--- src/rtl/thbl_pkg.sv ---
package thbl_pkg;

	// Transfer kinds; a start request carries one of the active kinds.
	typedef enum logic [1:0] {
		MODE_IDLE = 2'd0,
		MODE_SEND = 2'd1,
		MODE_RECV = 2'd2,
		MODE_BOOT = 2'd3
	} mode_t;

	// Configuration register indexes.
	localparam int unsigned CFG_IDX_W = 1;
	localparam logic [CFG_IDX_W-1:0] REG_ACK_TIMEOUT  = 1'd0;
	localparam logic [CFG_IDX_W-1:0] REG_SAMPLE_DELAY = 1'd1;
	localparam int unsigned CFG_DATA_W = 16;

	// Reset value of the acknowledge timeout.
	localparam logic [15:0] ACK_TIMEOUT_RST = 16'd1000;

	// Status codes; phase aborts are the phase number plus one.
	localparam logic [2:0] STAT_OK = 3'd0;

	// Idle levels of the pins.
	localparam logic [2:0] DATA_IDLE = 3'b111;
	localparam logic       CLK_IDLE  = 1'b1;

	// Input and output beat payload widths.
	localparam int unsigned IN_DATA_W  = 16;
	localparam int unsigned IN_USER_W  = 2;
	localparam int unsigned OUT_DATA_W = 24;

	// One result beat.
	typedef struct packed {
		logic [7:0] rx_byte;
		logic [2:0] status;
		logic       done_res;
		logic       busy_res;
		logic       clk_out;
		logic [2:0] data_out;
	} res_t;

endpackage

--- src/rtl/three_bit_handshake_link.sv ---
// Channel   Direction  Beat carries
// s_axis    in         tuser: req_type; tdata: tx_byte, ack_in, data_in
// m_axis    out        tdata: data_out, clk_out, busy_res, done_res, status, rx_byte
// cfg       in         cfg_index selects ack_timeout (0) or sample_delay (1)
//
// One input beat is one pin sampling tick and yields one result beat.
// A beat is taken every cycle while s_tready is high; its result is registered.
// A two-entry output buffer keeps s_tready high on a stall until its skid is full.
// Reset puts the link idle: data lines all ones, clock high, ack timeout 1000.
module three_bit_handshake_link (
	input  logic                                clk,
	input  logic                                arst_n,
	input  logic                                s_tvalid,
	output logic                                s_tready,
	// [7:0] tx_byte, [8] ack_in, [11:9] data_in
	input  logic [thbl_pkg::IN_DATA_W-1:0]      s_tdata,
	// [1:0] req_type
	input  logic [thbl_pkg::IN_USER_W-1:0]      s_tuser,
	output logic                                m_tvalid,
	input  logic                                m_tready,
	// [2:0] data_out, [3] clk_out, [4] busy_res, [5] done_res,
	// [8:6] status, [16:9] rx_byte
	output logic [thbl_pkg::OUT_DATA_W-1:0]     m_tdata,
	input  logic                                cfg_valid,
	output logic                                cfg_ready,
	input  logic [thbl_pkg::CFG_IDX_W-1:0]      cfg_index,
	input  logic [thbl_pkg::CFG_DATA_W-1:0]     cfg_data
);
	import thbl_pkg::*;

	res_t  step_res;
	res_t  out_res;
	logic  step;
	logic  skid_full;
	mode_t req_type;

	assign cfg_ready = 1'b1;
	assign step      = s_tvalid && s_tready;
	assign req_type  = mode_t'(s_tuser);

	thbl_core u_core (
		.clk       (clk),
		.arst_n    (arst_n),
		.cfg_we    (cfg_valid && cfg_ready),
		.cfg_idx   (cfg_index),
		.cfg_wdata (cfg_data),
		.step      (step),
		.req_type  (req_type),
		.tx_byte   (s_tdata[7:0]),
		.ack_in    (s_tdata[8]),
		.data_in   (s_tdata[11:9]),
		.res       (step_res)
	);

	thbl_obuf u_obuf (
		.clk       (clk),
		.arst_n    (arst_n),
		.in_valid  (s_tvalid),
		.in_ready  (s_tready),
		.in_res    (step_res),
		.out_valid (m_tvalid),
		.out_ready (m_tready),
		.out_res   (out_res),
		.skid_full (skid_full)
	);

	assign m_tdata = {{(OUT_DATA_W - $bits(res_t)){1'b0}}, out_res};

	// A waiting skid entry always sits behind a valid output beat.
	a_skid_behind_out: assert property (@(posedge clk) disable iff (!arst_n)
		skid_full |-> m_tvalid)
		else $error("skid entry valid with empty output register");

	// An abort status only appears on the beat that ends a transfer.
	a_status_with_done: assert property (@(posedge clk) disable iff (!arst_n)
		(m_tvalid && out_res.status != STAT_OK) |-> out_res.done_res)
		else $error("abort status without done");

	// A finished transfer leaves the link idle at its idle levels.
	a_done_idle: assert property (@(posedge clk) disable iff (!arst_n)
		(m_tvalid && out_res.done_res) |->
		(!out_res.busy_res && out_res.clk_out == CLK_IDLE && out_res.data_out == DATA_IDLE))
		else $error("done beat without idle levels");

endmodule

--- src/rtl/thbl_core.sv ---
module thbl_core (
	input  logic                               clk,
	input  logic                               arst_n,
	input  logic                               cfg_we,
	input  logic [thbl_pkg::CFG_IDX_W-1:0]     cfg_idx,
	input  logic [thbl_pkg::CFG_DATA_W-1:0]    cfg_wdata,
	input  logic                               step,
	input  thbl_pkg::mode_t                    req_type,
	input  logic [7:0]                         tx_byte,
	input  logic                               ack_in,
	input  logic [2:0]                         data_in,
	output thbl_pkg::res_t                     res
);
	import thbl_pkg::*;

	logic [15:0] ack_timeout_q;
	logic [7:0]  sample_delay_q;

	mode_t       mode_q, mode_d;
	logic [1:0]  phase_q, phase_d;
	logic [7:0]  shift_q, shift_d;
	logic [7:0]  asm_q, asm_d;
	logic [15:0] wait_q, wait_d;
	logic [7:0]  dly_q, dly_d;
	logic        delaying_q, delaying_d;

	logic        done;
	logic [2:0]  stat;
	logic        adv;
	logic        smp;
	logic [7:0]  dly_inc;
	logic [2:0]  data_drv;

	// Merge the sampled data lines into the byte at the bits of this phase.
	function automatic logic [7:0] merge_bits(input logic [7:0] b, input logic [1:0] ph,
		input logic [2:0] d);
		logic [7:0] r;
		r = b;
		case (ph)
			2'd0: r = b | {d, 5'd0};
			2'd1: r = b | {3'd0, d, 2'd0};
			2'd2: r = b | {6'd0, d[1:0]};
			default: r = b;
		endcase
		return r;
	endfunction

	// Configuration registers.
	always_ff @(posedge clk or negedge arst_n) begin
		if (!arst_n) begin
			ack_timeout_q  <= ACK_TIMEOUT_RST;
			sample_delay_q <= '0;
		end else if (cfg_we) begin
			case (cfg_idx)
				REG_ACK_TIMEOUT:  ack_timeout_q  <= cfg_wdata;
				REG_SAMPLE_DELAY: sample_delay_q <= cfg_wdata[7:0];
				default: ;
			endcase
		end
	end

	// Decide what this tick does: start, delay count, timeout, ack or wait.
	always_comb begin
		adv     = 1'b0;
		smp     = 1'b0;
		stat    = STAT_OK;
		dly_inc = dly_q + 8'd1;
		mode_d     = mode_q;
		phase_d    = phase_q;
		shift_d    = shift_q;
		asm_d      = asm_q;
		wait_d     = wait_q;
		dly_d      = dly_q;
		delaying_d = delaying_q;
		done       = 1'b0;
		if (mode_q == MODE_IDLE) begin
			if (req_type != MODE_IDLE) begin
				mode_d     = req_type;
				phase_d    = 2'd0;
				shift_d    = tx_byte;
				wait_d     = '0;
				dly_d      = '0;
				delaying_d = 1'b0;
				if (req_type == MODE_RECV) begin
					asm_d = '0;
				end
			end
		end else if (delaying_q) begin
			dly_d = dly_inc;
			if (dly_inc >= sample_delay_q) begin
				smp = 1'b1;
				adv = 1'b1;
			end
		end else if (wait_q >= ack_timeout_q) begin
			stat    = {1'b0, phase_q} + 3'd1;
			done    = 1'b1;
			mode_d  = MODE_IDLE;
			phase_d = 2'd0;
			wait_d  = '0;
			dly_d   = '0;
		end else if (ack_in == phase_q[0]) begin
			if (mode_q == MODE_RECV && phase_q != 2'd3) begin
				if (sample_delay_q == 8'd0) begin
					smp = 1'b1;
					adv = 1'b1;
				end else begin
					delaying_d = 1'b1;
					dly_d      = '0;
				end
			end else begin
				adv = 1'b1;
			end
		end else begin
			wait_d = wait_q + 16'd1;
		end

		if (smp) begin
			asm_d = merge_bits(asm_q, phase_q, data_in);
		end

		// Close the phase; the last one ends the transfer.
		if (adv) begin
			delaying_d = 1'b0;
			dly_d      = '0;
			wait_d     = '0;
			if (phase_q == 2'd3) begin
				mode_d  = MODE_IDLE;
				phase_d = 2'd0;
				done    = 1'b1;
			end else begin
				phase_d = phase_q + 2'd1;
			end
		end
	end

	// Pin levels after this tick.
	always_comb begin
		case (mode_d)
			MODE_SEND: begin
				case (phase_d)
					2'd0: data_drv = shift_d[7:5];
					2'd1: data_drv = shift_d[4:2];
					2'd2: data_drv = {1'b0, shift_d[1:0]};
					default: data_drv = DATA_IDLE;
				endcase
			end
			MODE_BOOT: begin
				case (phase_d)
					2'd0: data_drv = {1'b0, shift_d[7:6]};
					2'd1: data_drv = {1'b0, shift_d[5:4]};
					2'd2: data_drv = {1'b0, shift_d[3:2]};
					default: data_drv = {1'b0, shift_d[1:0]};
				endcase
			end
			default: data_drv = DATA_IDLE;
		endcase
	end

	always_comb begin
		res.data_out = data_drv;
		res.clk_out  = (mode_d == MODE_IDLE) ? CLK_IDLE : phase_d[0];
		res.busy_res = (mode_d != MODE_IDLE);
		res.done_res = done;
		res.status   = stat;
		res.rx_byte  = asm_d;
	end

	// Transfer state advances once per accepted beat.
	always_ff @(posedge clk or negedge arst_n) begin
		if (!arst_n) begin
			mode_q     <= MODE_IDLE;
			phase_q    <= '0;
			shift_q    <= '0;
			asm_q      <= '0;
			wait_q     <= '0;
			dly_q      <= '0;
			delaying_q <= 1'b0;
		end else if (step) begin
			mode_q     <= mode_d;
			phase_q    <= phase_d;
			shift_q    <= shift_d;
			asm_q      <= asm_d;
			wait_q     <= wait_d;
			dly_q      <= dly_d;
			delaying_q <= delaying_d;
		end
	end

endmodule

--- src/rtl/thbl_obuf.sv ---
module thbl_obuf (
	input  logic           clk,
	input  logic           arst_n,
	input  logic           in_valid,
	output logic           in_ready,
	input  thbl_pkg::res_t in_res,
	output logic           out_valid,
	input  logic           out_ready,
	output thbl_pkg::res_t out_res,
	output logic           skid_full
);
	import thbl_pkg::*;

	res_t out_q;
	res_t skid_q;
	logic out_valid_q;
	logic skid_valid_q;
	logic push;
	logic load_out;

	assign in_ready  = !skid_valid_q;
	assign push      = in_valid && in_ready;
	assign load_out  = (out_valid_q && out_ready) || !out_valid_q;
	assign out_valid = out_valid_q;
	assign out_res   = out_q;
	assign skid_full = skid_valid_q;

	// Occupancy of the output register and the skid entry.
	always_ff @(posedge clk or negedge arst_n) begin
		if (!arst_n) begin
			out_valid_q  <= 1'b0;
			skid_valid_q <= 1'b0;
		end else if (load_out) begin
			out_valid_q  <= skid_valid_q || push;
			skid_valid_q <= 1'b0;
		end else if (push) begin
			skid_valid_q <= 1'b1;
		end
	end

	// Payload moves; the skid entry drains first to keep order.
	always_ff @(posedge clk) begin
		if (load_out) begin
			if (skid_valid_q) begin
				out_q <= skid_q;
			end else if (push) begin
				out_q <= in_res;
			end
		end else if (push) begin
			skid_q <= in_res;
		end
	end

endmodule

--- config.mk ---
export PLATFORM = sky130hd
export DESIGN_NAME = three_bit_handshake_link
export DESIGN_NICKNAME = d
export VERILOG_FILES = /design/src/rtl/thbl_pkg.sv /design/src/rtl/three_bit_handshake_link.sv /design/src/rtl/thbl_core.sv /design/src/rtl/thbl_obuf.sv
export SDC_FILE = /design/constraint.sdc
export NUM_CORES = 1
export LEC_CHECK = 0
export CAP_MARGIN = 20
export CORE_MARGIN = 3
export CORE_UTILIZATION = 55
export DETAILED_ROUTE_END_ITERATION = 7
export DONT_BUFFER_PORTS = 1
export PLACE_DENSITY = 0.73
export REMOVE_ABC_BUFFERS = 1
export SLEW_MARGIN = 20
export SYNTH_ARGS = -nofsm -noshare
export SYNTH_HDL_FRONTEND = slang
export SYNTH_HIERARCHICAL = 1
export SYNTH_SLANG_ARGS = --single-unit
export TNS_END_PERCENT = 1
--- constraint.sdc ---
create_clock -name clk -period 3.3 [get_ports clk]
set_clock_uncertainty 0.2 [all_clocks]
set_input_delay 0.165 -clock clk [delete_from_list [all_inputs] [get_ports clk]]
set_output_delay 0.165 -clock clk [all_outputs]
set_load 0.01 [all_outputs]
# After elaboration in Yosys (flattened, before gate mapping)

Cells that the tools add are included.

Bits of input ports: 40
Register bits after elaboration: 105
Output and inout port bits: 27

Order comparisons: 2
Bitwise gates (word level): 5
Reduce and logical (&&, ||, !) cells: 25
Mux-type cells: 69
$add $sub $neg: 4
Eq/ne operators: 15

Operators by type and width:

| cell                    | number |
|---|---|
| $mux W8                 | 14 |
| $mux W16                | 6 |
| $mux W17                | 2 |
| $mux W1                 | 28 |
| $mux W2                 | 12 |
| $pmux W8 S3             | 1 |
| $add A16 B1 Y16 const B | 1 |
| $ge A16 B16 Y1          | 1 |
| $eq A2 B2 Y1 const B    | 6 |
| $reduce_and A2 Y1       | 5 |
| $reduce_bool A5 Y1      | 2 |
| $mux W3                 | 3 |
| $pmux W3 S3             | 1 |
| $add A8 B1 Y8 const B   | 1 |
| $ge A8 B8 Y1            | 1 |
| $logic_not A2 Y1        | 4 |
| $logic_not A8 Y1        | 1 |
| $or A8 B2 Y8            | 1 |
| $or A8 B5 Y8            | 1 |
| $or A8 B8 Y8            | 1 |
| $reduce_bool A2 Y1      | 4 |
| $eq A2 B1 Y1 const B    | 3 |
| $pmux W2 S3             | 1 |
| $pmux W3 S2             | 1 |
| 14 further kinds        | 19 |

# Depth between registers and ports, before layout

Depth after elaboration: 13
Depth in mapped cells: 16
Gate-level depth less buffers: 15

# Hierarchy

The synthesis kept the hierarchy.

By module, submodules not included:

| module                   | area an instance (um^2) | times used | cells each | seq. area each (um^2) |
|---|---|---|---|---|
| thbl_core                | 4409.2                  | 1          | 475        | 1734.2 |
| thbl_obuf                | 1383.8                  | 1          | 62         | 1071.0 |
| three_bit_handshake_link | 73.8                    | 1          | 11         | 0.0 |

# Worst setup path after synthesis

No wires, ideal clock.

Path kind: reg-to-reg
Start point: register u_core.dly_q[0]
End point: register u_obuf.out_q, in the netlist u_obuf/out_res[0] (data pin)
Period minus slack after synthesis: 3656 ps
Arrival time: 3196 ps
Data required time: 2840 ps
Setup time: 260 ps
Stages on the path, launching flop included: 15
Setup slack: -356 ps
Buffers on the path: 0
Cell sequence: dfrtp_1 -> ha_1 -> nand3_1 -> xnor2_1 -> ha_1 -> nand3_1 -> and4_1 -> o21a_1 -> nor3_1 -> and2_1 -> nor2_1 -> a32oi_2 -> nor3b_1 -> o21ai_1 -> mux2_4

RTL lines:

| element                | line             | text |
|---|---|---|
| from (decl)            | thbl_core.sv:24  | `logic [7:0] dly_q, dly_d;` |
| from (signal assigned) | thbl_core.sv:184 | `dly_q <= dly_d;` |
| to (signal assigned)   | thbl_obuf.sv:45  | `out_q <= skid_q;` |
| to (signal assigned)   | thbl_obuf.sv:47  | `out_q <= in_res;` |
| to (decl)              | thbl_obuf.sv:14  | `res_t out_q;` |

==> flow_metrics.py <==
metrics = {
    "global_route": {
        "grt_max_degree": 72,
        "grt_pass1_vias": 4614,
        "grt-busiest-layer": "met2",
        "grtUsageMet2_pct": 41.3,
        "grt_pass1_wl_mm": 22.1,
        "use_met1_pct": 29.3,
        "track_usage_pct": 23.6,
        "grt_use_met3_pct": 4.91,
        "antenna_found_initial": 0,
        "grt-ovfl-total": 0,
    },
    "detailed_routing": {
        "dr_total_vias": 4545,
        "drtPass1Iterations": 5,
        "drc": 0,
        "drt_iter0_drc": 271,
        "routed_via_density": 5.72,
        "wl_mm": 14.2,
        "routedWlPerCell_um": 17.9,
        "drt.antenna.violating_nets": 0,
    },
    "outcome": {
        "outcome": "finished, violations left",
        "violations": "setup timing",
    },
    "sta": {
        "timing.fmax_ghz": 0.265,
        "worst_slew_pin_slew_ps": 789,
        "setup_viol": 40,
        "finalWorstSetupSlack_ps": -471,
        "layout_min_cycle_time_ps": 3770,
        "hold_violations": 0,
        "fin_crit_sh_pct": 114,
        "rsz0062_at_grt": "yes",
        "finalMaxSlewViolations": 0,
        "slew_headroom_pct": 47.3,
        "tns_ps": -5650,
    },
    "clock_network": {
        "htreeDepth": 3,
        "path_clk_slew_ps": 120,
        "insertion_delay_ps": 380,
        "clockBufferDepth": 2,
        "cts_tree": "yes",
        "clockRootBuffer": "clkbuf_8",
        "cts_made_buffers": 9,
        "cts.sinks": 105,
    },
    "floorplan": {
        "die_w_um": 109,
        "die_y_um": 109,
        "core-area_sq_um": 10400,
        "io_pins": 67,
        "initial_core_util_pct": 56.6,
        "dieArea_sq_um": 11900,
        "row_count": 37,
    },
    "logic_synthesis": {
        "synth_area_leaders": "dfrtp_1, edfxtp_1, ha_1",
        "ys_ff_latch": 105,
        "syn_inst": 548,
        "synthFlopType": "dfrtp_1",
        "synth_top_area_share_pct": 27.7,
        "yosys.cell_types.count": 63,
        "ys_warn_count": 6,
        "seq_area_frac_synth_pct": 47.8,
        "synth.most_common_cell": "dfrtp_1",
        "synthArstFlopShare_pct": 67.6,
        "postSynthAreaPerCell_sq_um": 10.7,
        "synthesis.area_sq_um": 5870,
        "synth_edf_count": 34,
        "yosysTopAreaCell": "dfrtp_1",
        "synth.top_cells.by_count": "dfrtp_1, nand2_1, o21ai_0, edfxtp_1, inv_1",
    },
    "power_and_ir_drop": {
        "peakVddDrop_mv": 0.443,
        "powerDensity_nw_per_um2": 740,
        "power.total_uw": 5480,
        "leakagePower_uw": 0.00325,
    },
    "run": {
        "maxCapViolations": 0,
    },
    "worst_setup_path": {
        "path_class": "flop to flop",
        "cpPeakStageDelay_ps": 540,
        "path_max_fanout": 5,
        "timing.critical_path.buf_inv": 1,
        "crit_chain": "inv_1, ha_1, nand4_1, or4_4, o32a_4, a31o_4, a2111oi_4, or4_1, o21ai_1, nor3b_2, o21ai_2, mux2_4",
        "cp.depth": 12,
        "r2r_cells": 12,
        "critPathTopFamily": "compound AO/OA/AOI/OAI gates",
        "cp_data_required_time_ps": 3250,
        "cp_data_arrival_time_ps": 3720,
        "crit_path_end_kind": "flop",
        "cp_slowest_cell": "dfstp_2",
        "startpoint_type": "flop",
    },
    "place": {
        "gp_routability_congestion": 0.841,
        "io_buffers": 0,
        "dp_cells": 730,
        "placed_cell_area_sq_um": 6410,
        "hpwl_mm": 9.22,
    },
    "finish": {
        "fillers": 702,
        "final_net_count": 723,
        "diodes": 0,
        "final_area_sq_um": 7410,
        "area_delta_synth_final_pct": 26.3,
        "final_cells": 794,
        "layout-drive-gt1-share_pct": 30.5,
    },
    "worst_hold_path": {
        "holdCritPathClass": "primary input to flop",
        "min_path_cells": 4,
    },
}
## timing repair
action / CTS / global route
endpoints found under the hold margin: 116 / 0
gates resized for setup: 44 / 32
buffers inserted: 6 / 3
hold buffers: 40 / 0
endpoints found under the setup margin: 55 / 62
pin swaps: 29 / 22
## metal layers
layer / up-vias / wire length [um]
li1: 2158 / -
met1: 2255 / 5930
met2: 110 / 7460
met4: 0 / 193
met3: 22 / 628
met5: - / 0
## through the flow
step	util, %	hold WS (ps)	setup WS (ps)
finish	71.5	20.2	-471
global placement	61.8	-329	-364
global route	71.5	39.2	-587
CTS	69.7	4.83	-405
detailed placement	61.8	-329	-455
floorplan	-	-331	-357
## worst register-to-register path, cell delays in order (launching register included)
cell and delay, ps:
dfstp_2 540, inv_1 50, ha_1 300, nand4_1 120
or4_4 420, o32a_4 340, a31o_4 250, a2111oi_4 500
or4_1 190, o21ai_1 80, nor3b_2 220, o21ai_2 80
mux2_4 260
## placed cells by master (no fill, tap or decap), drive strengths merged, types with 7 or more instances in the layout
master / synthesis / layout
buf: 16 / 77
o31ai: 11 / 11
ha: 30 / 30
edfxtp: 34 / 34
mux2i: 8 / 8
o21ai: 56 / 56
conb: 2 / 8
a22o: 7 / 7
nand2: 52 / 52
a21oi: 21 / 21
nand3: 14 / 14
nor2b: 12 / 12
dfrtp: 65 / 65
nor2: 29 / 29
dlygate4sd3: 0 / 39
clkbuf: 12 / 9
mux2: 42 / 42
and2: 8 / 8
inv: 34 / 38
nand2b: 15 / 15
and3: 8 / 8
## power breakdown
part           internal [uW]  switching (uW)  total [uW]
combinational           1400            1400        2800
clock                    296             510         807
sequential              1700             183        1880
total                   3390            2090        5480
## layout make-up
type	instances	area [sq um]	share of cell area [%]
sequential	105	2810	37.9
tap	136	170	2.30
clock buffer	9	124	1.67
multi-input combinational	387	3100	41.9
inverter	34	128	1.72
timing repair buffer	116	1010	13.6
clock inverter	7	70.1	0.946
## cells by family (layout without fill, tap and decap cells)
family | Yosys count | in the layout | synth area share, %
mux | 50 | 50 | 10.5
simple gates | 163 | 163 | 13.9
fa+ha+maj | 30 | 30 | 6.40
compound gates | 129 | 129 | 15.2
xor+xnor | 7 | 7 | 1.05
buf+inv | 62 | 166 | 4.99
flops | 105 | 105 | 47.8
other cells | 2 | 8 | 0.128
## state kept, by name, indices dropped and copies added, names as in the netlist
signal                 count
u_obuf/out_res            17
u_obuf/skid_q             17
u_core/ack_timeout_q      16
u_core/wait_q             16
u_core/asm_q               8
u_core/dly_q               8
u_core/sample_delay_q      8
u_core/shift_q             8
u_core/mode_q              2
u_core/phase_q             2
u_core/delaying_q          1
u_obuf/out_valid           1
u_obuf/skid_full           1
## worst paths after layout
| path | slack, ps | to | start |
|---|---|---|---|
| setup / recovery | -470 | u_obuf/out_res[0] | u_core/ack_timeout_q[5] |
| hold / removal | 20 | u_obuf/skid_q[2] | s_tdata[4] |
| setup reg to reg | -470 | u_obuf/out_res[0] | u_core/ack_timeout_q[5] |
| hold reg to reg | 310 | u_core/asm_q[5] | u_core/asm_q[5] |
| max in group asynchronous | 2440 | u_core/ack_timeout_q[3] | arst_n |
| min in group asynchronous | 110 | u_core/shift_q[6] | arst_n |
(Power assumes the default switching activity.)
